### config.mk
export PLATFORM = sky130hd
export DESIGN_NAME = tcw_queue
export DESIGN_NICKNAME = d
export VERILOG_FILES = /design/src/tcw_pkg.sv /design/src/tcw_queue.sv
export SDC_FILE = /design/constraint.sdc
export NUM_CORES = 1
export LEC_CHECK = 0
export BUFFER_PORTS_ARGS = -buffer_cell sky130_fd_sc_hd__buf_2
export CAP_MARGIN = 10
export CORE_UTILIZATION = 50
export CTS_BUF_LIST = sky130_fd_sc_hd__clkbuf_16
export DETAILED_ROUTE_END_ITERATION = 6
export PLACE_DENSITY_LB_ADDON = 0.1
export SLEW_MARGIN = 20
export SYNTH_ARGS = -nofsm -noshare
export SYNTH_HDL_FRONTEND = slang
export SYNTH_SLANG_ARGS = --single-unit
### constraint.sdc
create_clock -name clk -period 2.5 [get_ports clk]
set_input_delay 0.375 -clock clk [delete_from_list [all_inputs] [get_ports clk]]
set_output_delay 0.375 -clock clk [all_outputs]
set_load 0.05 [all_outputs]
### src/tcw_pkg.sv
`timescale 1ns / 1ps
package tcw_pkg;

    localparam int CHAR_W       = 8;
    localparam int CELL_INDEX_W = 11;
    localparam int CELL_W       = 16;

    localparam logic [CELL_W-1:0] BLANK_CELL = 16'h0720;
    localparam logic [CELL_W-1:0] TEXT_ATTR  = 16'h0700;

    localparam logic [CHAR_W-1:0] CHAR_CR = 8'h0D;
    localparam logic [CHAR_W-1:0] CHAR_LF = 8'h0A;

    localparam logic REQ_PUT  = 1'b0;
    localparam logic REQ_READ = 1'b1;

    localparam logic KIND_SERIAL = 1'b0;
    localparam logic KIND_CELL   = 1'b1;

    localparam int QUEUE_DEPTH = 2;
    localparam int QUEUE_AW    = 1;

    typedef enum logic [1:0] {
        OP_PUT,
        OP_NEWLINE,
        OP_READ
    } op_t;

    typedef struct packed {
        op_t                     op;
        logic [CHAR_W-1:0]       ch;
        logic [CELL_INDEX_W-1:0] idx;
    } cmd_t;

    typedef struct packed {
        logic clearing;
        logic busy;
    } back_status_t;

endpackage

### src/tcw_queue.sv
`timescale 1ns / 1ps
module tcw_queue
    import tcw_pkg::*;
(
    input  logic clk,
    input  logic rst_n,
    input  logic push,
    input  cmd_t push_cmd,
    output logic full,
    input  logic pop,
    output logic head_valid,
    output cmd_t head_cmd
);

    cmd_t                entries [QUEUE_DEPTH];
    logic [QUEUE_AW-1:0] wr_ptr_reg;
    logic [QUEUE_AW-1:0] wr_ptr_next;
    logic [QUEUE_AW-1:0] rd_ptr_reg;
    logic [QUEUE_AW-1:0] rd_ptr_next;
    logic [QUEUE_AW:0]   count_reg;
    logic [QUEUE_AW:0]   count_next;

    assign full       = (count_reg == (QUEUE_AW+1)'(QUEUE_DEPTH));
    assign head_valid = (count_reg != '0);
    assign head_cmd   = entries[rd_ptr_reg];

    always_comb
    begin
        wr_ptr_next = wr_ptr_reg;
        rd_ptr_next = rd_ptr_reg;
        count_next  = count_reg;
        if (push)
        begin
            wr_ptr_next = (wr_ptr_reg == QUEUE_AW'(QUEUE_DEPTH-1)) ? '0 : wr_ptr_reg + 1'b1;
        end
        if (pop)
        begin
            rd_ptr_next = (rd_ptr_reg == QUEUE_AW'(QUEUE_DEPTH-1)) ? '0 : rd_ptr_reg + 1'b1;
        end
        if (push && !pop)
        begin
            count_next = count_reg + 1'b1;
        end
        else if (pop && !push)
        begin
            count_next = count_reg - 1'b1;
        end
    end

    always_ff @(posedge clk or negedge rst_n)
    begin
        if (!rst_n)
        begin
            wr_ptr_reg <= '0;
            rd_ptr_reg <= '0;
            count_reg  <= '0;
        end
        else
        begin
            wr_ptr_reg <= wr_ptr_next;
            rd_ptr_reg <= rd_ptr_next;
            count_reg  <= count_next;
        end
    end

    always_ff @(posedge clk)
    begin
        if (push)
        begin
            entries[wr_ptr_reg] <= push_cmd;
        end
    end

endmodule

==> summary.md, run 1 <==
| Metric | Value |
|---|---|
| Status | finished clean |
| Worst-Skew Late Latency | 280 ps |
| Fill cells | ~240 |
| Register area | around 0.0014 sq mm |
| Via count | 882 |
| Fin Setup TNS | 0 ps |
| Clock skew | 4.96 ps |
| Top post-synthesis cells by area | edfxtp_1 74%, mux2_2 14%, dfrtp_1 5.9% |
| Final setup fails | 0 |
| Seq pwr share | 38.6% |
| TritonCTS clock tree | yes |
| Pint | around 1.7 mW |
| Inserted Diodes | 0 |
| Worst EP arrival | between 1500 and 2000 ps |
| Min Hold Slack | 282 ps |
| Final core utilization | 68.6% |
| Post-Synth XOR/XNOR Area | 2.56% |
| H-Tree Level Count | 2 |
| Vias in the first global route | approximately 850 |
| CTS sink cnt | 46 |
| Largest family of logic cells by synthesized area | multiplexers |
| Worst min path class | in -> reg |
| Leading area contributor after synthesis | edfxtp_1 |
| FMAX | 507 MHz |
| Finished Cell Area | approximately 0.0022 sq mm |
| Area growth, synth to finish | 26.5% |
| Initial antenna violation count | 0 |
| Root buffer cell | clkbuf_16 |
| Tcrit/Tclk final | roughly 79% |
| RSZ-0062 raised after global routing | no |
| Initial Util | between 50% and 60% |
| Post-synthesis compound-gate area fraction | 0% |
| Register area share after synthesis | between 70 and 80% |
| Post-DRT Antenna Nets | 0 |
| Post-DP HPWL | ~1700 um |
| Most common cell after layout, fill and taps aside | buf_2 |
| Cells after synthesis | 81 |
| Yosys Warn Count | 0 |
| First-pass GRT wire length | 3980 um |
| Avg Inst Size Synth | around 21 sq um |
| Fin. max-slew vios | 0 |
| GRT Total Usage | between 10% and 20% |
| Worst setup path class | reg -> out |
| Drt pass-1 iters | 3 |
| Crit-path max FO | 15 |
| GP Congestion | between 0.5 and 0.6 |
| P_leak | between 0.8 and 0.9 nW |
| Worst-Margin Slew | ~380 ps |
| Mapped cell area | ~0.0017 sq mm |
| DRT iter0 DRCs | 34 |
| Simple logic cell fraction of the synthesized area | about 1.7% |
| Netlist cell types | 12 |
| Post-Route WL | about 2600 um |
| Die area | between 0.003 and 0.004 sq mm |
| Reg clk slew, reported paths | 60 ps |
| Comb pwr share | around 40% |
| Fraction of layout cells with a size suffix above 1 | between 50% and 60% |
| PD cells | 1330 mW/mm^2 |
| Sw Ratio | 39.5% |
| CORE AREA | around 0.0032 sq mm |
| Top-level port count | 48 |
| Worst setup EP type | output pin |
| Min cycle time layout | ~2000 ps |
| DR DRC count | 0 |
| Die extent in x | roughly 60 um |
| Clock network power share | a little over a fifth |
| CTS max path bufs | 2 |
| Switching power | ~1.1 mW |
| Placed cell area | 0.00201 sq mm |
| Hold Vio Cnt, Final | 0 |
| CTS buffer count | 5 |
| Final net count | approximately 160 |
| Mux share of post-synthesis cell area | between 10 and 15% |
| WL/cell | between 10 and 15 um |
| CP required | between 2000 and 2500 ps |
| Most frequent cells in the layout | 47 x buf_2, 42 x edfxtp_1, 21 x mux2_2, 5 x clkbuf_16 |
| Slew HR | around three quarters |
| Multi-input gate area | 324 sq um |
| Largest register FFs | between 40 and 50 |
| Row count | 20 |
| Yosys reg bits | 46 |
| Top-area cell type share of the netlist area | 73.8% |
| VDD IR-drop max | between 0.0009 and 0.001 V |
| Max-cap violations | 0 |
| Setup repair bufs after CTS | 0 |
| Gr ovfl total | 0 |
| Tot Pwr | 2.88 mW |
| Vert. Die Dim | roughly 60 um |
| PostCTS Resize Cnt | 0 |
| Port buffer count | between 40 and 50 |
| Adder-Cell Fraction of Synth Area | less than 1% |
| Largest net degree at the start of global routing | 22 |
| Vias per inst | a little under 5 |
| CP startpoint kind | register |
| Syn_nets | 107 |
==> routing by layer <==
layer | wire, um | track usage [%]
met1 | 1130 | 18.7
met2 | 1250 | 26.5
met3 | 168 | 8.32
met4 | 55 | 8.77
met5 | 0 | 0
==> cells by family (layout without fill, tap and decap cells) <==
family                   count (synthesis)  count (layout)
buffers and inverters                    3              60
AND/OR/NAND/NOR                          5               5
multiplexers                            21              21
XOR/XNOR                                 5               5
adder cells (fa/ha/maj)                  1               1
flip-flops                              46              46
==> Yosys cell counts <==
master and count:
nor2b_1 2, or2_2 1, ha_1 1, inv_1 1, xor2_1 4, buf_6 2
mux2_2 21, and2_1 1, edfxtp_1 42, dfrtp_1 4, nor2_1 1, xnor2_1 1
==> per-stage QoR <==
step | std cells | setup slack (ps)
after floorplan | 81 | 740
after global placement | 173 | 840
after detailed placement | 173 | 816
after CTS | 182 | 510
after global routing | 182 | 449
final | 182 | 529
==> power by group through the flow <==
stage | sequential, mW | clock, mW | combinational, mW
4_1_cts | 1.11 | 0.617 | 1.17
2_1_floorplan | 1.09 | 0 | 0.950
3_3_place_gp | 1.12 | 0 | 1.16
6_report | 1.11 | 0.609 | 1.16
5_1_grt | 1.13 | 0.647 | 1.22
3_5_place_dp | 1.13 | 0 | 1.16
==> path summary, 6_finish.rpt <==
| kind | start | to | slack (ps) | cells after the start |
|---|---|---|---|---|
| max reg2reg | wr_ptr_reg | entries[1][8] | 1150 | 2 |
| min | push_cmd[12] | entries[1][12] | 280 | 1 |
| max | rd_ptr_reg | head_cmd[9] | 530 | 3 |
| min in group asynchronous | rst_n | count_reg[0] | 430 | 2 |
| max in group asynchronous | rst_n | rd_ptr_reg | 1950 | 2 |
| min reg2reg | count_reg[1] | count_reg[1] | 490 | 1 |
==> critical path: stages, from the launching register on <==
cell	delay, ps
dfrtp_1	570
buf_12	200
mux2_2	330
buf_2	210
==> layout make-up <==
cell class	instances	area share [%]
inverters	1	0.174
well taps	44	2.55
clock inverters	3	0.579
clock buffers	5	5.79
repair buffers	51	13.0
multi-input cells	32	15.0
flip-flops and latches	46	63.0
==> repair_timing <==
| action | CTS | global route |
|---|---|---|
| hold endpoints to repair | 4 | 0 |
| setup endpoints to repair | 0 | 0 |
| hold buffers | 1 | 0 |
Note: power is estimated with default switching activity, not from simulation.
==> inputs of run 2 (changes only) <==
--- a/config.mk
+++ b/config.mk
@@ -7,7 +7,7 @@
 export LEC_CHECK = 0
 export BUFFER_PORTS_ARGS = -buffer_cell sky130_fd_sc_hd__buf_2
 export CAP_MARGIN = 10
-export CORE_UTILIZATION = 50
+export CORE_UTILIZATION = 45
 export CTS_BUF_LIST = sky130_fd_sc_hd__clkbuf_16
 export DETAILED_ROUTE_END_ITERATION = 6
 export PLACE_DENSITY_LB_ADDON = 0.1
==> constraint.sdc (replaced) <==
create_clock -name clk -period 1.7 [get_ports clk]
set_input_delay 0.255 -clock clk [delete_from_list [all_inputs] [get_ports clk]]
set_output_delay 0.255 -clock clk [all_outputs]
set_load 0.05 [all_outputs]
==> run 2 against run 1 <==
Sequential power increased by 43%. Largest power group unchanged. Total power increased by 45%. Wire length is 7.5% lower. Largest cell class unchanged. Critical path type unchanged.
==> summary.md, run 2 (synthesis results as in run 1) <==
| Metric | Value |
|---|---|
| CTS buffer count | 5 (unchanged) |
| Finished Cell Area | 0.00215 sq mm (was 0.00216 sq mm) |
| Comb pwr share | 41.4% (was 40.2%) |
| Worst-Skew Late Latency | 270 ps (was 280 ps) |
| Fin Setup TNS | 0 ps (unchanged) |
| H-Tree Level Count | 2 (unchanged) |
| Worst setup margin | 60.7 ps (was 529 ps) |
| Tot Pwr | 4.17 mW (was 2.88 mW) |
| Inserted Diodes | 0 (unchanged) |
| Status | finished clean (unchanged) |
| Final net count | 164 (was 163) |
| DR DRC count | 0 (unchanged) |
| Switching power | 1.63 mW (was 1.13 mW) |
| Max-cap violations | 0 (unchanged) |
| Die extent in x | 63.6 um (was 60.5 um) |
| RSZ-0062 raised after global routing | yes (was no) |
| Most frequent cells in the layout | 47 x buf_2, 42 x edfxtp_1, 21 x mux2_2, 5 x clkbuf_16 (unchanged) |
| CORE AREA | 0.00366 sq mm (was 0.00315 sq mm) |
| Top-level port count | 48 (unchanged) |
| Placed cell area | 0.00201 sq mm (unchanged) |
| GRT Total Usage | 13.6% (was 16.7%) |
| Worst min path class | in -> reg (unchanged) |
| Root buffer cell | clkbuf_16 (unchanged) |
| PD cells | 1940 mW/mm^2 (was 1330 mW/mm^2) |
| Clock network power share | 20.4% (was 21.2%) |
| VDD IR-drop max | 0.000882 V (was 0.000952 V) |
| CP startpoint kind | register (unchanged) |
| Tcrit/Tclk final | a little over nine tenths |
| Largest register FFs | 42 (unchanged) |
| GP Congestion | 0.641 (was 0.595) |
| TritonCTS clock tree | yes (unchanged) |
| Post-DRT Antenna Nets | 0 (unchanged) |
| Vert. Die Dim | 63.6 um (was 60.5 um) |
| CTS max path bufs | 2 (unchanged) |
| Post-Route WL | 2410 um (was 2610 um) |
| Largest net degree at the start of global routing | 22 (unchanged) |
| Post-DP HPWL | 1600 um (was 1690 um) |
| Slew HR | 80.6% (was 74.8%) |
| First-pass GRT wire length | 4000 um (was 3980 um) |
| PostCTS Resize Cnt | 0 (unchanged) |
| Drt pass-1 iters | 4 (was 3) |
| Crit-path max FO | 11 (was 15) |
| Initial antenna violation count | 0 (unchanged) |
| Register area | 0.00136 sq mm (unchanged) |
| Final setup fails | 0 (unchanged) |
| Hold Vio Cnt, Final | 0 (unchanged) |
| Clock skew | 3.02 ps (was 4.96 ps) |
| Setup repair bufs after CTS | 0 (unchanged) |
| Pre-CTS setup slack | 338 ps (was 816 ps) |
| Worst setup path class | reg -> out (unchanged) |
| Worst-Margin Slew | 291 ps (was 377 ps) |
| Area growth, synth to finish | 26.0% (was 26.5%) |
| Sw Ratio | 39.1% (was 39.5%) |
| DRT iter0 DRCs | 15 (was 34) |
| Via count | 869 (was 882) |
| Initial Util | 46.7% (was 54.2%) |
| FMAX | around 610 MHz |
| WL/cell | 13.0 um (was 14.3 um) |
| Reg clk slew, reported paths | 60 ps (about the same) |
| Die area | 0.00405 sq mm (was 0.00366 sq mm) |
| Worst setup EP type | output pin (unchanged) |
| CP required | 1440 ps (was 2120 ps) |
| CTS sink cnt | 46 (unchanged) |
| Fill cells | 309 (was 237) |
| Worst EP arrival | 1380 ps (was 1600 ps) |
| Seq pwr share | 38.2% (was 38.6%) |
| Most common cell after layout, fill and taps aside | buf_2 (unchanged) |
| Vias in the first global route | 889 (was 849) |
| Pint | 2.54 mW (was 1.74 mW) |
| Fin. max-slew vios | 0 (unchanged) |
| Min cycle time layout | 1640 ps |
| Row count | 22 (was 20) |
| P_leak | 0.841 nW (was 0.850 nW) |
| Multi-input gate area | 324 sq um (unchanged) |
| Port buffer count | 47 (unchanged) |
| Fraction of layout cells with a size suffix above 1 | 57.7% (was 57.2%) |
| Gr ovfl total | 0 (unchanged) |
| Vias per inst | 4.70 (was 4.85) |
-- run 2: cell count changes in the layout (fill, tap and decap cells not counted), sizes merged --
cell,before,now
buf,50,51
inv,2,1
clkinv,2,1
-- run 2: layout make-up --
| cell class | count | share of cell area [%] |
|---|---|---|
| inverter | 1 | 0.174 |
| tap | 48 | 2.79 |
| timing repair buffer | 52 | 12.8 |
| multi-input combinational | 32 | 15.0 |
| sequential | 46 | 63.2 |
| clock inverter | 1 | 0.174 |
| clock buffer | 5 | 5.81 |
-- run 2: through the flow --
stage          hold slack [ps]  utilization [%]  instances
2_1_floorplan            -40.6                -         81
5_1_grt                    158             58.8        185
4_1_cts                    160             58.8        185
6_report                   167             58.8        185
3_3_place_gp              65.5             55.0        178
3_5_place_dp              68.4             55.0        178
-- run 2: power by group through the flow --
stage	logic [mW]	registers [mW]	clock network (mW)
3_3_place_gp	1.74	1.60	0
2_1_floorplan	1.40	1.61	0
3_5_place_dp	1.74	1.62	0
6_report	1.72	1.59	0.852
5_1_grt	1.83	1.62	0.920
4_1_cts	1.75	1.59	0.878
-- run 2: worst max-delay path, cell delays in order, from the launching register on --
cell	delay [ps]
dfrtp_1	340
buf_4	210
mux2_2	350
buf_2	210
-- run 2: per-layer routing --
metal / global-route usage [%] / wire length, um / up-vias
met1: 15.3 / 984 / 416
met2: 22.7 / 1250 / 30
li1: - / - / 421
met5: 0 / 0 / -
met4: 5.11 / 12 / 0
met3: 5.80 / 168 / 2
-- run 2: repair_timing --
item / CTS / global route
endpoints found under the hold margin: 4 / 0
setup endpoints to repair: 0 / 12
hold buffers: 1 / 0
-- run 2: final timing paths --
| check | from | to | slack (ps) | depth (start not counted) |
|---|---|---|---|---|
| max in group asynchronous | rst_n | rd_ptr_reg | 1260 | 2 |
| setup / recovery | rd_ptr_reg | head_cmd[12] | 60 | 3 |
| hold reg to reg | count_reg[1] | count_reg[1] | 490 | 1 |
| hold / removal | push_cmd[6] | entries[0][6] | 170 | 1 |
| min in group asynchronous | rst_n | count_reg[1] | 320 | 2 |
| setup reg to reg | wr_ptr_reg | entries[0][17] | 560 | 2 |
==> inputs of run 3 (changes only) <==
==> constraint.sdc (replaced) <==
create_clock -name clk -period 1.7 [get_ports clk]
set_input_delay 0.255 -clock clk [delete_from_list [all_inputs] [get_ports clk]]
set_output_delay 0.255 -clock clk [all_outputs]
set_load 0.01 [all_outputs]
==> run 3 against run 2 <==
Non-clock buffer count stayed put. Clock skew decreased by 0.94 ps. Flip-flop and latch count stayed put. Clock power increased by 26%. Largest power group is now sequential cells. Sequential power is essentially flat. Worst setup slack improved by 33 ps. Clock-buffer cell count is the same. Wire length is 4.3% higher. Sequential share of layout area down 1.2 points. Largest cell class unchanged. First-iteration DRC count is 80% higher. Cell count up 1.1%.
==> summary.md, run 3 (synthesis results as in run 1) <==
| Metric | Value |
|---|---|
| Status | finished clean (unchanged) |
| Most frequent cells in the layout | 47 x buf_2, 42 x edfxtp_1, 21 x mux2_2, 5 x clkbuf_16 (unchanged) |
| Final net count | 164 (unchanged) |
| Fin Setup TNS | 0 ps (unchanged) |
| CTS max path bufs | 2 (unchanged) |
| Die area | 0.00405 sq mm (unchanged) |
| Post-DP HPWL | 1640 um (was 1600 um) |
| CTS buffer count | 5 (unchanged) |
| Met1 wire length | 1090 um (was 984 um) |
| Worst-Skew Late Latency | 280 ps (was 270 ps) |
| Reg clk slew, reported paths | 60 ps (about the same) |
| Fraction of layout cells with a size suffix above 1 | 59.0% (was 57.7%) |
| Inserted Diodes | 0 (unchanged) |
| Worst min path class | in -> reg (unchanged) |
| CP max-delay cell | dfrtp_1 (was mux2_2) |
| Row count | 22 (unchanged) |
| Vias in the first global route | 961 (was 889) |
| Worst EP arrival | 1350 ps (was 1380 ps) |
| Root buffer cell | clkbuf_16 (unchanged) |
| Via count | 880 (was 869) |
| Final setup fails | 0 (unchanged) |
| Initial Util | 46.7% (unchanged) |
| Most common cell after layout, fill and taps aside | buf_2 (unchanged) |
| Crit-path max FO | 11 (unchanged) |
| Highest metal used | met4 (unchanged) |
| Worst setup EP type | output pin (unchanged) |
| FMAX | 622 MHz (was 610 MHz) |
| DR DRC count | 0 (unchanged) |
| Largest net degree at the start of global routing | 22 (unchanged) |
| Worst setup path class | reg -> out (unchanged) |
| Fill cells | 303 (was 309) |
| Clock skew | 2.08 ps (was 3.02 ps) |
| CP required | 1440 ps (about the same) |
| Gr ovfl total | 0 (unchanged) |
| Top-level port count | 48 (unchanged) |
| H-Tree Level Count | 2 (unchanged) |
| Max-cap violations | 0 (unchanged) |
| GRT Total Usage | 14.7% (was 13.6%) |
| Post-DRT Antenna Nets | 0 (unchanged) |
| Final Non-Filler Cells | 187 (was 185) |
| TritonCTS clock tree | yes (unchanged) |
| RSZ-0062 raised after global routing | no (was yes) |
| WL met3 | 109 um (was 168 um) |
| DRT iter0 DRCs | 27 (was 15) |
| Vert. Die Dim | 63.6 um (unchanged) |
| Hold Vio Cnt, Final | 0 (unchanged) |
| PD cells | 1670 mW/mm^2 (was 1940 mW/mm^2) |
| Slew HR | 79.9% (was 80.6%) |
| GP Congestion | 0.642 (was 0.641) |
| Die extent in x | 63.6 um (unchanged) |
| Initial antenna violation count | 0 (unchanged) |
| Vias per inst | 4.71 (was 4.70) |
| Worst-Margin Slew | 302 ps (was 291 ps) |
| Fin. max-slew vios | 0 (unchanged) |
| VDD IR-drop max | 0.000991 V (was 0.000882 V) |
| First-pass GRT wire length | 4380 um (was 4000 um) |
| Post-Route WL | 2520 um (was 2410 um) |
| CORE AREA | 0.00366 sq mm (unchanged) |
| P_leak | 0.862 nW (was 0.841 nW) |
| CP startpoint kind | register (unchanged) |
| Metal2 WL | 1290 um (was 1250 um) |
| CTS sink cnt | 46 (unchanged) |
| Tcrit/Tclk final | 94.5% (was 96.4%) |
| Setup repair bufs after CTS | 0 (unchanged) |
| Min cycle time layout | 1610 ps (was 1640 ps) |
| Area growth, synth to finish | 28.3% (was 26.0%) |
| Largest register FFs | 42 (unchanged) |
| WL/cell | 13.5 um (was 13.0 um) |
| Dpl cells | 178 (unchanged) |
| Port buffer count | 47 (unchanged) |
| CP cell instances | buf_4, mux2_2, buf_2 (unchanged) |
| Drt pass-1 iters | 4 (unchanged) |
| Slowest Stage Delay on Critical Path | 360 ps (was 350 ps) |
run 3: metrics by stage:
step	instance area [sq um]	worst slack (ps)	total power, mW	utilization (%)	hold slack, ps
2_1_floorplan	1710	326	2.28	-	-40.6
3_3_place_gp	2010	421	2.62	55.0	65.7
3_5_place_dp	2010	411	2.64	55.0	68.7
4_1_cts	2190	84.3	3.73	59.9	157
5_1_grt	2190	38.6	3.88	59.9	153
6_report	2190	93.3	3.67	59.9	163
run 3: layer usage:
layer / GRT usage [%] / vias to the layer above
li1: - / 421
met1: 17.6 / 429
met2: 24.7 / 26
met3: 4.17 / 4
met4: 5.97 / 0
met5: 0 / -
run 3: where the power goes:
| part | internal (mW) | total [mW] | switching (mW) |
|---|---|---|---|
| Combinational | 0.499 | 1.01 | 0.509 |
| Clock | 0.695 | 1.07 | 0.375 |
| Sequential | 1.51 | 1.60 | 0.0809 |
| Total | 2.71 | 3.67 | 0.965 |
run 3: repair_timing:
item                      in CTS  in global routing
hold buffers                   1                  0
resized for setup              0                  0
hold endpoints to repair       4                  0
run 3: layout make-up:
type | instances | area [sq um] | area share [%]
Multi-Input combinational cell | 32 | 324 | 14.8
Clock buffer | 5 | 125 | 5.70
Sequential cell | 46 | 1360 | 62.1
Clock inverter | 3 | 43.8 | 2.00
Tap cell | 48 | 60.1 | 2.74
Timing Repair Buffer | 52 | 275 | 12.5
Inverter | 1 | 3.75 | 0.171
run 3: path summary, 6_finish.rpt:
kind / start / endpoint / slack, ps / cells after the start
worst max-delay path: rd_ptr_reg / head_cmd[20] / 90 / 3
worst min-delay path: push_cmd[14] / entries[1][14] / 160 / 1
worst max register to register: wr_ptr_reg / entries[1][18] / 540 / 2
worst min register to register: count_reg[1] / count_reg[1] / 480 / 1
max in group asynchronous: rst_n / count_reg[0] / 1260 / 2
min in group asynchronous: rst_n / wr_ptr_reg / 320 / 2
run 3: worst max-delay path, delay by kind of cell (launching register included):
| kind | cells | cell delay, ps |
|---|---|---|
| DFF | 1 | 360 |
| buffers and inverters | 2 | 360 |
| muxes | 1 | 360 |
